File: src/sfa_pkg.sv
// Shared types, command codes and constants for the sprite frame animator.
// No dependencies; used by every module under src except sfa_ram.
package sfa_pkg;

  localparam int DIRECTIONS_DEF = 8;
  localparam int FRAMES_DEF     = 8;

  localparam int NOW_W  = 32;
  localparam int TILE_W = 16;
  localparam int DUR_W  = 16;
  localparam int SEL_W  = 3;
  localparam int FC_W   = 4;
  localparam int TL_W   = 34;
  localparam int DIV_STEPS = NOW_W;

  localparam logic [DUR_W-1:0]  DUR_RESET  = 16'd50;
  localparam logic [TILE_W-1:0] TILE_RESET = 16'd0;

  localparam logic [2:0] CMD_WRITE     = 3'd0;
  localparam logic [2:0] CMD_SET_DIR   = 3'd1;
  localparam logic [2:0] CMD_SET_FRAME = 3'd2;
  localparam logic [2:0] CMD_ENABLE    = 3'd3;
  localparam logic [2:0] CMD_PAUSE     = 3'd4;
  localparam logic [2:0] CMD_DISABLE   = 3'd5;
  localparam logic [2:0] CMD_TICK      = 3'd6;
  localparam logic [2:0] CMD_SPARE     = 3'd7;

  typedef struct packed {
    logic [2:0]        command;
    logic [NOW_W-1:0]  now;
    logic [SEL_W-1:0]  dir_sel;
    logic [SEL_W-1:0]  frame_sel;
    logic [TILE_W-1:0] tile_id;
    logic [DUR_W-1:0]  duration;
    logic              restart;
  } in_item_t;

  typedef struct packed {
    logic [TILE_W-1:0] tile_out;
    logic [SEL_W-1:0]  frame_out;
    logic [SEL_W-1:0]  dir_out;
    logic              animating;
    logic              rejected;
  } out_item_t;

  typedef enum logic [3:0] {
    OP_IDLE,
    OP_LATCH,
    OP_EXEC,
    OP_RD_CUR,
    OP_LOAD_TL,
    OP_STEP,
    OP_ADD_DUR,
    OP_SUM_CLR,
    OP_SUM_RD,
    OP_SUM_ACC,
    OP_DIV_INIT,
    OP_DIV_STEP,
    OP_DIV_END,
    OP_OUT_LOAD
  } ctrl_op_t;

  typedef struct packed {
    ctrl_op_t op;
  } ctrl_t;

  typedef struct packed {
    logic [2:0] cmd;
    logic       anim_on;
    logic       tl_neg;
    logic       sum_last;
    logic       div_last;
  } status_t;

endpackage

File: src/sprite_frame_animator_top.sv
// Sprite frame animator: one result transaction per input transaction.
// Each input is latched and executed; enable also loads the current frame's duration as
// time left, and a tick that runs past it steps the frame and adds the new duration; if
// still behind, the cycle sum is accumulated, the overshoot reduced modulo it bit-serially
// and frames stepped until time left is no longer negative.
// One item in flight; the output register frees the input. Reset (rst, sync): tables 50/0.
module sprite_frame_animator_top #(
  parameter int DIRECTIONS = sfa_pkg::DIRECTIONS_DEF,
  parameter int FRAMES     = sfa_pkg::FRAMES_DEF
) (
  input  logic               clk,
  input  logic               rst,
  input  logic               in_valid,
  output logic               in_ready,
  input  sfa_pkg::in_item_t  in_data,
  output logic               out_valid,
  input  logic               out_ready,
  output sfa_pkg::out_item_t out_data
);

  // Command/status pair between the sequencer and the datapath.
  sfa_pkg::ctrl_t   ctrl;
  sfa_pkg::status_t status;

  // Controller: steps through execute, frame advance, cycle sum, remainder
  // and result stages; holds the output valid flag.
  sfa_ctrl u_ctrl (
    .clk       (clk),
    .rst       (rst),
    .in_valid  (in_valid),
    .in_ready  (in_ready),
    .out_valid (out_valid),
    .out_ready (out_ready),
    .status    (status),
    .ctrl      (ctrl)
  );

  // Datapath: item latch, animation registers, tile and duration RAMs with
  // per-entry written bits, cycle accumulator and bit-serial remainder unit.
  sfa_datapath #(
    .DIRECTIONS (DIRECTIONS),
    .FRAMES     (FRAMES)
  ) u_datapath (
    .clk      (clk),
    .rst      (rst),
    .in_item  (in_data),
    .ctrl     (ctrl),
    .status   (status),
    .out_item (out_data)
  );

endmodule

File: src/sfa_ram.sv
// Generic single-port-write, single-port-read RAM with registered read.
// No dependencies.
module sfa_ram #(
  parameter int WIDTH = 16,
  parameter int DEPTH = 64
) (
  input  logic                                  clk,
  input  logic                                  we,
  input  logic [(DEPTH > 1 ? $clog2(DEPTH) : 1)-1:0] waddr,
  input  logic [WIDTH-1:0]                      wdata,
  input  logic                                  re,
  input  logic [(DEPTH > 1 ? $clog2(DEPTH) : 1)-1:0] raddr,
  output logic [WIDTH-1:0]                      rdata
);

  logic [WIDTH-1:0] mem [DEPTH];

  always_ff @(posedge clk) begin
    if (we) begin
      mem[waddr] <= wdata;
    end
    if (re) begin
      rdata <= mem[raddr];
    end
  end

endmodule

File: src/sfa_datapath.sv
// Datapath: animation state, tile/duration tables, cycle sum and remainder unit.
// Depends on sfa_pkg and sfa_ram; driven by sfa_ctrl through ctrl_t.
module sfa_datapath #(
  parameter int DIRECTIONS = sfa_pkg::DIRECTIONS_DEF,
  parameter int FRAMES     = sfa_pkg::FRAMES_DEF
) (
  input  logic               clk,
  input  logic               rst,
  input  sfa_pkg::in_item_t  in_item,
  input  sfa_pkg::ctrl_t     ctrl,
  output sfa_pkg::status_t   status,
  output sfa_pkg::out_item_t out_item
);

  localparam int DEPTH = DIRECTIONS * FRAMES;
  localparam int AW    = (DEPTH > 1) ? $clog2(DEPTH) : 1;
  localparam int DW    = (DIRECTIONS > 1) ? $clog2(DIRECTIONS) : 1;
  localparam int SUM_W = sfa_pkg::DUR_W + $clog2(FRAMES);
  localparam int CW    = $clog2(sfa_pkg::DIV_STEPS);

  function automatic logic [AW-1:0] addr_of(input logic [3:0] d, input logic [3:0] f);
    addr_of = AW'(int'(d) * FRAMES + int'(f));
  endfunction

  sfa_pkg::in_item_t item;
  logic [sfa_pkg::SEL_W-1:0]  cur_dir;
  logic [sfa_pkg::SEL_W-1:0]  cur_frame;
  logic [sfa_pkg::NOW_W-1:0]  tref;
  logic signed [sfa_pkg::TL_W-1:0] tl;
  logic                       anim_on;
  logic                       rejected;
  logic [sfa_pkg::FC_W-1:0]   fcount [DIRECTIONS];
  logic [DEPTH-1:0]           valid;
  logic                       vq;
  logic [SUM_W-1:0]           sum;
  logic [3:0]                 idx;
  logic [sfa_pkg::NOW_W-1:0]  dvx;
  logic [SUM_W-1:0]           rem;
  logic [CW-1:0]              dcnt;
  sfa_pkg::out_item_t         out_reg;

  logic [sfa_pkg::FC_W-1:0]   fc_cur;
  logic [4:0]                 len;
  logic [3:0]                 nf_inc;
  logic [sfa_pkg::SEL_W-1:0]  nf;
  logic                       wr_ok;
  logic                       we;
  logic [AW-1:0]              waddr;
  logic                       re;
  logic [AW-1:0]              raddr;
  logic [sfa_pkg::DUR_W-1:0]  d_rdata;
  logic [sfa_pkg::TILE_W-1:0] t_rdata;
  logic [sfa_pkg::DUR_W-1:0]  dur_q;
  logic [sfa_pkg::TILE_W-1:0] tile_q;
  logic [sfa_pkg::NOW_W-1:0]  elapsed;
  logic [SUM_W:0]             shifted;

  assign fc_cur = fcount[DW'(cur_dir)];

  // cycle length: a zero frame count still cycles over frame 0
  always_comb begin
    if (fc_cur == '0) begin
      len = 5'd1;
    end else if ({1'b0, fc_cur} > 5'(FRAMES)) begin
      len = 5'(FRAMES);
    end else begin
      len = {1'b0, fc_cur};
    end
  end

  assign nf_inc = {1'b0, cur_frame} + 4'd1;
  assign nf = (nf_inc >= fc_cur || {1'b0, nf_inc} >= 5'(FRAMES)) ?
              '0 : nf_inc[sfa_pkg::SEL_W-1:0];

  assign wr_ok = (item.duration != '0) && (int'(item.dir_sel) < DIRECTIONS) &&
                 (int'(item.frame_sel) < FRAMES);
  assign we    = (ctrl.op == sfa_pkg::OP_EXEC) && (item.command == sfa_pkg::CMD_WRITE) &&
                 wr_ok;
  assign waddr = addr_of({1'b0, item.dir_sel}, {1'b0, item.frame_sel});
  assign re    = (ctrl.op == sfa_pkg::OP_RD_CUR) || (ctrl.op == sfa_pkg::OP_SUM_RD);
  assign raddr = (ctrl.op == sfa_pkg::OP_SUM_RD) ? addr_of({1'b0, cur_dir}, idx) :
                                                   addr_of({1'b0, cur_dir}, {1'b0, cur_frame});

  sfa_ram #(.WIDTH(sfa_pkg::DUR_W), .DEPTH(DEPTH)) u_dur_ram (
    .clk   (clk),
    .we    (we),
    .waddr (waddr),
    .wdata (item.duration),
    .re    (re),
    .raddr (raddr),
    .rdata (d_rdata)
  );

  sfa_ram #(.WIDTH(sfa_pkg::TILE_W), .DEPTH(DEPTH)) u_tile_ram (
    .clk   (clk),
    .we    (we),
    .waddr (waddr),
    .wdata (item.tile_id),
    .re    (re),
    .raddr (raddr),
    .rdata (t_rdata)
  );

  // never-written entries read as their reset values
  assign dur_q   = vq ? d_rdata : sfa_pkg::DUR_RESET;
  assign tile_q  = vq ? t_rdata : sfa_pkg::TILE_RESET;
  assign elapsed = item.now - tref;
  assign shifted = {rem, dvx[sfa_pkg::NOW_W-1]};

  always_ff @(posedge clk) begin
    if (rst) begin
      valid <= '0;
    end else if (we) begin
      valid[waddr] <= 1'b1;
    end
    if (re) begin
      vq <= valid[raddr];
    end
  end

  for (genvar d = 0; d < DIRECTIONS; d++) begin : g_fc
    always_ff @(posedge clk) begin
      if (rst) begin
        fcount[d] <= '0;
      end else if (we && int'(item.dir_sel) == d &&
                   ({1'b0, item.frame_sel} + 4'd1) > fcount[d]) begin
        fcount[d] <= {1'b0, item.frame_sel} + 4'd1;
      end
    end
  end

  always_ff @(posedge clk) begin
    if (rst) begin
      cur_dir   <= '0;
      cur_frame <= '0;
      tref      <= '0;
      tl        <= '0;
      anim_on   <= 1'b0;
    end else begin
      unique case (ctrl.op)
        sfa_pkg::OP_EXEC: begin
          unique case (item.command)
            sfa_pkg::CMD_SET_DIR: begin
              if (int'(item.dir_sel) < DIRECTIONS) begin
                cur_dir <= item.dir_sel;
                if (item.restart) begin
                  tref <= item.now;
                end
              end
            end
            sfa_pkg::CMD_SET_FRAME: begin
              if (int'(item.frame_sel) < FRAMES) begin
                cur_frame <= item.frame_sel;
                tref      <= item.now;
              end
            end
            sfa_pkg::CMD_ENABLE: begin
              if (!anim_on) begin
                anim_on <= 1'b1;
                tref    <= item.now;
              end
            end
            sfa_pkg::CMD_PAUSE: begin
              anim_on <= 1'b0;
            end
            sfa_pkg::CMD_DISABLE: begin
              cur_frame <= '0;
              tref      <= item.now;
              anim_on   <= 1'b0;
            end
            sfa_pkg::CMD_TICK: begin
              if (anim_on) begin
                tref <= item.now;
                tl   <= tl - signed'({2'b00, elapsed});
              end
            end
            default: begin
            end
          endcase
        end
        sfa_pkg::OP_LOAD_TL: tl <= signed'({18'd0, dur_q});
        sfa_pkg::OP_STEP:    cur_frame <= nf;
        sfa_pkg::OP_ADD_DUR: tl <= tl + signed'({18'd0, dur_q});
        // -(rem + 1) is the bitwise complement of rem
        sfa_pkg::OP_DIV_END: tl <= ~signed'({{(sfa_pkg::TL_W - SUM_W){1'b0}}, rem});
        default: begin
        end
      endcase
    end
  end

  always_ff @(posedge clk) begin
    unique case (ctrl.op)
      sfa_pkg::OP_LATCH: begin
        item     <= in_item;
        rejected <= 1'b0;
      end
      sfa_pkg::OP_EXEC: begin
        rejected <= (item.command == sfa_pkg::CMD_WRITE) && !wr_ok;
      end
      sfa_pkg::OP_SUM_CLR: begin
        sum <= '0;
        idx <= '0;
      end
      sfa_pkg::OP_SUM_ACC: begin
        sum <= sum + SUM_W'(dur_q);
        idx <= idx + 4'd1;
      end
      // x = -tl - 1, reduced modulo the cycle sum
      sfa_pkg::OP_DIV_INIT: begin
        dvx  <= ~tl[sfa_pkg::NOW_W-1:0];
        rem  <= '0;
        dcnt <= '0;
      end
      sfa_pkg::OP_DIV_STEP: begin
        if (shifted >= {1'b0, sum}) begin
          rem <= SUM_W'(shifted - {1'b0, sum});
        end else begin
          rem <= shifted[SUM_W-1:0];
        end
        dvx  <= dvx << 1;
        dcnt <= dcnt + CW'(1);
      end
      sfa_pkg::OP_OUT_LOAD: begin
        out_reg.tile_out  <= tile_q;
        out_reg.frame_out <= cur_frame;
        out_reg.dir_out   <= cur_dir;
        out_reg.animating <= anim_on;
        out_reg.rejected  <= rejected;
      end
      default: begin
      end
    endcase
  end

  assign status.cmd      = item.command;
  assign status.anim_on  = anim_on;
  assign status.tl_neg   = tl[sfa_pkg::TL_W-1];
  assign status.sum_last = ({1'b0, idx} == len - 5'd1);
  assign status.div_last = (dcnt == CW'(sfa_pkg::DIV_STEPS - 1));
  assign out_item        = out_reg;

endmodule

File: src/sfa_ctrl.sv
// Controller: sequences each transaction through the datapath and owns
// both handshakes. Depends on sfa_pkg.
module sfa_ctrl (
  input  logic             clk,
  input  logic             rst,
  input  logic             in_valid,
  output logic             in_ready,
  output logic             out_valid,
  input  logic             out_ready,
  input  sfa_pkg::status_t status,
  output sfa_pkg::ctrl_t   ctrl
);

  typedef enum logic [4:0] {
    S_IDLE, S_EXEC, S_EN_RD, S_EN_LD, S_T_CHK, S_F_RD, S_F_ADD, S_F_CHK,
    S_SUM_RD, S_SUM_ACC, S_DIV_INIT, S_DIV, S_DIV_END,
    S_L_CHK, S_L_RD, S_L_ADD, S_OUT_RD, S_OUT
  } state_t;

  state_t state;
  state_t state_next;
  logic   slot_free;

  assign in_ready  = (state == S_IDLE);
  assign slot_free = !out_valid || out_ready;

  always_comb begin
    state_next = state;
    ctrl.op    = sfa_pkg::OP_IDLE;
    unique case (state)
      S_IDLE: begin
        if (in_valid) begin
          ctrl.op    = sfa_pkg::OP_LATCH;
          state_next = S_EXEC;
        end
      end
      S_EXEC: begin
        ctrl.op = sfa_pkg::OP_EXEC;
        if (status.cmd == sfa_pkg::CMD_ENABLE && !status.anim_on) begin
          state_next = S_EN_RD;
        end else if (status.cmd == sfa_pkg::CMD_TICK && status.anim_on) begin
          state_next = S_T_CHK;
        end else begin
          state_next = S_OUT_RD;
        end
      end
      S_EN_RD: begin
        ctrl.op    = sfa_pkg::OP_RD_CUR;
        state_next = S_EN_LD;
      end
      S_EN_LD: begin
        ctrl.op    = sfa_pkg::OP_LOAD_TL;
        state_next = S_OUT_RD;
      end
      S_T_CHK: begin
        if (status.tl_neg) begin
          ctrl.op    = sfa_pkg::OP_STEP;
          state_next = S_F_RD;
        end else begin
          state_next = S_OUT_RD;
        end
      end
      S_F_RD: begin
        ctrl.op    = sfa_pkg::OP_RD_CUR;
        state_next = S_F_ADD;
      end
      S_F_ADD: begin
        ctrl.op    = sfa_pkg::OP_ADD_DUR;
        state_next = S_F_CHK;
      end
      S_F_CHK: begin
        if (status.tl_neg) begin
          ctrl.op    = sfa_pkg::OP_SUM_CLR;
          state_next = S_SUM_RD;
        end else begin
          state_next = S_OUT_RD;
        end
      end
      S_SUM_RD: begin
        ctrl.op    = sfa_pkg::OP_SUM_RD;
        state_next = S_SUM_ACC;
      end
      S_SUM_ACC: begin
        ctrl.op    = sfa_pkg::OP_SUM_ACC;
        state_next = status.sum_last ? S_DIV_INIT : S_SUM_RD;
      end
      S_DIV_INIT: begin
        ctrl.op    = sfa_pkg::OP_DIV_INIT;
        state_next = S_DIV;
      end
      S_DIV: begin
        ctrl.op = sfa_pkg::OP_DIV_STEP;
        if (status.div_last) begin
          state_next = S_DIV_END;
        end
      end
      S_DIV_END: begin
        ctrl.op    = sfa_pkg::OP_DIV_END;
        state_next = S_L_CHK;
      end
      S_L_CHK: begin
        if (status.tl_neg) begin
          ctrl.op    = sfa_pkg::OP_STEP;
          state_next = S_L_RD;
        end else begin
          state_next = S_OUT_RD;
        end
      end
      S_L_RD: begin
        ctrl.op    = sfa_pkg::OP_RD_CUR;
        state_next = S_L_ADD;
      end
      S_L_ADD: begin
        ctrl.op    = sfa_pkg::OP_ADD_DUR;
        state_next = S_L_CHK;
      end
      S_OUT_RD: begin
        ctrl.op    = sfa_pkg::OP_RD_CUR;
        state_next = S_OUT;
      end
      S_OUT: begin
        if (slot_free) begin
          ctrl.op    = sfa_pkg::OP_OUT_LOAD;
          state_next = S_IDLE;
        end
      end
      default: begin
        state_next = S_IDLE;
      end
    endcase
  end

  always_ff @(posedge clk) begin
    if (rst) begin
      state     <= S_IDLE;
      out_valid <= 1'b0;
    end else begin
      state <= state_next;
      if (state == S_OUT && slot_free) begin
        out_valid <= 1'b1;
      end else if (out_ready) begin
        out_valid <= 1'b0;
      end
    end
  end

endmodule

File: config.mk
export PLATFORM = sky130hd
export DESIGN_NAME = sprite_frame_animator_top
export DESIGN_NICKNAME = d
export VERILOG_FILES = /design/src/sfa_pkg.sv /design/src/sprite_frame_animator_top.sv /design/src/sfa_ram.sv /design/src/sfa_datapath.sv /design/src/sfa_ctrl.sv
export SDC_FILE = /design/constraint.sdc
export NUM_CORES = 2
export LEC_CHECK = 0
export ABC_AREA = 0
export BUFFER_PORTS_ARGS = -buffer_cell sky130_fd_sc_hd__buf_2
export CORE_MARGIN = 2
export CORE_UTILIZATION = 57
export DETAILED_ROUTE_END_ITERATION = 10
export HOLD_SLACK_MARGIN = 0.06
export PLACE_DENSITY = 0.72
export SLEW_MARGIN = 25
export SYNTH_ARGS = -nofsm -noshare
export SYNTH_HDL_FRONTEND = slang
export SYNTH_HIERARCHICAL = 1
export SYNTH_SLANG_ARGS = --single-unit
File: constraint.sdc
create_clock -name clk -period 8.9 [get_ports clk]
set_input_delay 1.78 -clock clk [delete_from_list [all_inputs] [get_ports clk]]
set_output_delay 1.78 -clock clk [all_outputs]
set_load 0.05 [all_outputs]
==> results.sh <==
export IMPL_cap_viol_max_count=0
export IMPL_rsz0062_at_grt="no"
export IMPL_met3WireLength_um=22600
export IMPL_worst_ep_required_time_ns=9.66
export IMPL_setup_viol=0
export IMPL_start_kind="register"
export IMPL_pwr_share_seq=0.478
export IMPL_via_count=56060
export IMPL_fp_dieArea_um2=182000
export IMPL_worstPathMaxFanout=32
export IMPL_cts_sinks=2437
export IMPL_hold_buffers=0
export IMPL_h_tree_depth=4
export IMPL_drt_wl_total_um=241000
export IMPL_fp_dieW_um=427
export IMPL_swShare=0.274
export IMPL_syn_inst=5954
export IMPL_rrSetupSlack_ns=2.29
export IMPL_finalCritPeriodShare=0.743
export IMPL_drtIter0Drc=6754
export IMPL_core_area_um2=178000
export IMPL_hold_viol_final=0
export IMPL_drt_met1_wl_um=97000
export IMPL_drive_above_1_share=0.199
export IMPL_fillers=12142
export IMPL_syn_num_nets=6180
export IMPL_synth_async_sr_flop_share=0
export IMPL_intPower_mw=20.6
export IMPL_cts_tree="built"
export IMPL_place_detailed_hpwl_um=144000
export IMPL_area_growth_pct=10.8
export IMPL_endpoint_kind="register"
export IMPL_synth_edf_count=2291
export IMPL_synth_top_area_cell="edfxtp_1"
export IMPL_cpPeakStageDelay_ns=0.82
export IMPL_grt_pass1_wl_um=356000
export IMPL_track_usage=0.264
export IMPL_clock_skew_ns=0.0995
export IMPL_first_pass_iters=8
export IMPL_ant_nets=0
export IMPL_start_util=0.572
export IMPL_switching_power_mw=7.79
export IMPL_final_cell_mix="2291 x edfxtp_1, 451 x mux4_2, 406 x nor2_1"
export IMPL_cts_path_max_buffers=3
export IMPL_p_leak_nw=36.0
export IMPL_grt_pass1_vias=54873
export IMPL_grt_max_degree=121
export IMPL_hold_path_class="reg -> reg"
export IMPL_slew_violations=0
export IMPL_yosysUniqueCellTypes=105
export IMPL_yosysWarnings=6
export IMPL_synth_main_ff_cell="edfxtp_1"
export IMPL_pwr_density_cell_nw_per_um2=252
export IMPL_synth_top_area_frac=0.675
export IMPL_fmax_mhz=151
export IMPL_clkLatencyLatePin_ns=0.90
export IMPL_ioPinCount=104
export IMPL_root_buffer="clkbuf_16"
export IMPL_final_common_cell="edfxtp_1"
export IMPL_crit_path_cell_trace="nor2b_4 -> and4bb_4 -> a32oi_1 -> nand3_1 -> nand2b_1 -> nor2_4 -> buf_4 -> o21ai_0 -> ha_1 -> fa_1 -> a21o_1 -> a21oi_1 -> o211ai_1 -> a31oi_1 -> o211ai_1 -> a31o_2 -> a211oi_1 -> o41ai_1 -> a2111o_1 -> a211oi_1"
export IMPL_route_detailed_drc=0
export IMPL_path_clk_slew_ns=0.06
export IMPL_dr_max_layer_used="met5"
export IMPL_fin_nets=6397
export IMPL_worst_pin_slew_ns=1.11
export IMPL_cts_setup_buffers=0
export IMPL_antenna_found_initial=15
export IMPL_rows=155
export IMPL_die_h_um=427
export IMPL_ctsResizeCount=0
export IMPL_gr_total_overflow=0
export IMPL_synth_area_um2=102000
export IMPL_clkPwrFrac=0.345
export IMPL_setup_tns_final_ns=0
export IMPL_wl_met2_um=115000
export IMPL_ys_top_cells_by_area="edfxtp_1 68%, mux4_2 10%, dfxtp_1 2.9%"
export IMPL_critPathKind="reg -> reg"
export IMPL_period_minus_slack_ns=6.61
export IMPL_synth_seq_area_share=0.704
export IMPL_combPwrFrac=0.177
export IMPL_cts_buffers_inserted=233
export IMPL_wl_per_cell_um=27.6
export IMPL_final_util=0.634
export IMPL_io_buffers=103
export IMPL_syn_avg_cell_area_um2=17.1
export IMPL_status="completed"
export IMPL_arrival_ns=7.37
export IMPL_routabilityCongestion=0.879
export IMPL_crit_slowest_cell="dfxtp_1"
export IMPL_relSlewSlack=0.254
export IMPL_ys_seq_elements=2437
export IMPL_vdd_drop_max_v=0.000195
export IMPL_viasPerCell=6.42
## layer usage
metal | up-vias | GRT usage
li1 | 24113 | -
met1 | 28875 | 0.377
met2 | 2669 | 0.419
met3 | 397 | 0.0514
met4 | 6 | 0.0728
met5 | - | 0
## state kept, by name (all words and copies together) (netlist names), named ones only
register                     flops
u_datapath/valid                64
u_datapath/u_tile_ram/rdata     16
u_datapath/dcnt                  5
u_datapath/tl                   34
u_datapath/cur_frame             3
u_datapath/vq                    1
u_ctrl/out_valid                 1
u_datapath/rejected              1
u_datapath/fcount               32
u_datapath/u_dur_ram/rdata      16
u_datapath/status                3
u_datapath/anim_on               1
u_datapath/item                 71
u_ctrl/state                     5
u_datapath/idx                   4
u_datapath/tref                 32
u_datapath/cur_dir               3
u_datapath/u_tile_ram/mem     1024
u_datapath/out_item             24
u_datapath/sum                  19
u_datapath/dvx                  32
u_datapath/u_dur_ram/mem      1024
u_datapath/rem                  19
## final timing paths
path / from / cells after the start / endpoint
min reg2reg: u_datapath/rejected$_DFFE_PP_ / 0 / u_datapath/out_item[0]$_DFFE_PN_
min: u_datapath/rejected$_DFFE_PP_ / 0 / u_datapath/out_item[0]$_DFFE_PN_
max: u_ctrl/state[3]$_SDFFE_PP0P_ / 20 / u_datapath/tl[32]$_SDFFE_PP0P_
max reg2reg: u_ctrl/state[3]$_SDFFE_PP0P_ / 20 / u_datapath/tl[32]$_SDFFE_PP0P_
## power by group through the flow
stage | sequential [mW] | combinational [mW] | clock [mW]
after floorplan | 14.1 | 3.10 | 0
after global placement | 13.8 | 4.84 | 0
after detailed placement | 13.8 | 4.96 | 0
after CTS | 13.6 | 4.99 | 9.98
after global routing | 13.6 | 5.41 | 10.4
final | 13.6 | 5.03 | 9.82
## synth_stat cells, drive strengths merged (12+ instances only)
cell type / n
nor2: 444
mux2i: 235
nor4: 19
mux2: 60
mux4: 459
or2: 15
a311oi: 25
nand2b: 42
nand4: 36
a22oi: 83
xor2: 45
a221oi: 35
o21ai: 150
nand3: 74
nand2: 316
buf: 179
a41oi: 20
edfxtp: 2291
dfxtp: 146
o21a: 15
xnor2: 64
and4: 13
a21o: 29
a31oi: 37
a221o: 14
a211oi: 64
a21oi: 228
and2: 46
o211ai: 25
a211o: 23
ha: 144
and3: 35
nor3: 61
a22o: 12
inv: 119
clkbuf: 131
nor2b: 90
or3: 16
## final cells by class
class / count / area, um2 / area share
timing repair buffer: 292 / 2070 / 0.0183
antenna: 5 / 12.5 / 0.000111
clock buffer: 299 / 6110 / 0.0541
inverter: 121 / 477 / 0.00422
sequential: 2437 / 71700 / 0.635
clock inverter: 137 / 1500 / 0.0133
multi-input combinational: 3086 / 28100 / 0.249
tap: 2355 / 2950 / 0.0261
## critical path, delay by kind of cell, from the launching register on
kind | cells | cell delay, ns
flip-flops | 1 | 0.82
adder cells (fa/ha/maj) | 2 | 0.66
AND/OR/NAND/NOR | 5 | 1.65
buffers and inverters | 1 | 0.38
AO/OA/AOI/OAI | 12 | 2.98
## cells by family (layout without fill, tap and decap cells)
logic type	count (synthesis)	after routing	share of synthesized area
xor gates and xnor gates	109	109	0.00944
muxes	754	754	0.131
and+or+nand+nor	1251	1251	0.0596
other	0	5	0
DFF	2437	2437	0.704
AOI/OAI and AO/OA	824	824	0.0541
adders and majority gates	148	148	0.0185
buffers and inverters	431	849	0.0232
## through the flow
step	area (um2)	cells	total power [mW]	hold WS, ns	worst slack [ns]
6_report	113000	8732	28.4	0.446	2.29
3_3_place_gp	105000	8291	18.7	0.423	1.66
5_1_grt	113000	8727	29.4	0.456	1.82
2_1_floorplan	102000	5954	17.2	0.400	0.298
3_5_place_dp	105000	8291	18.8	0.436	1.54
4_1_cts	113000	8727	28.5	0.449	2.35
No activity file was read; power rests on OpenSTA's default activity.
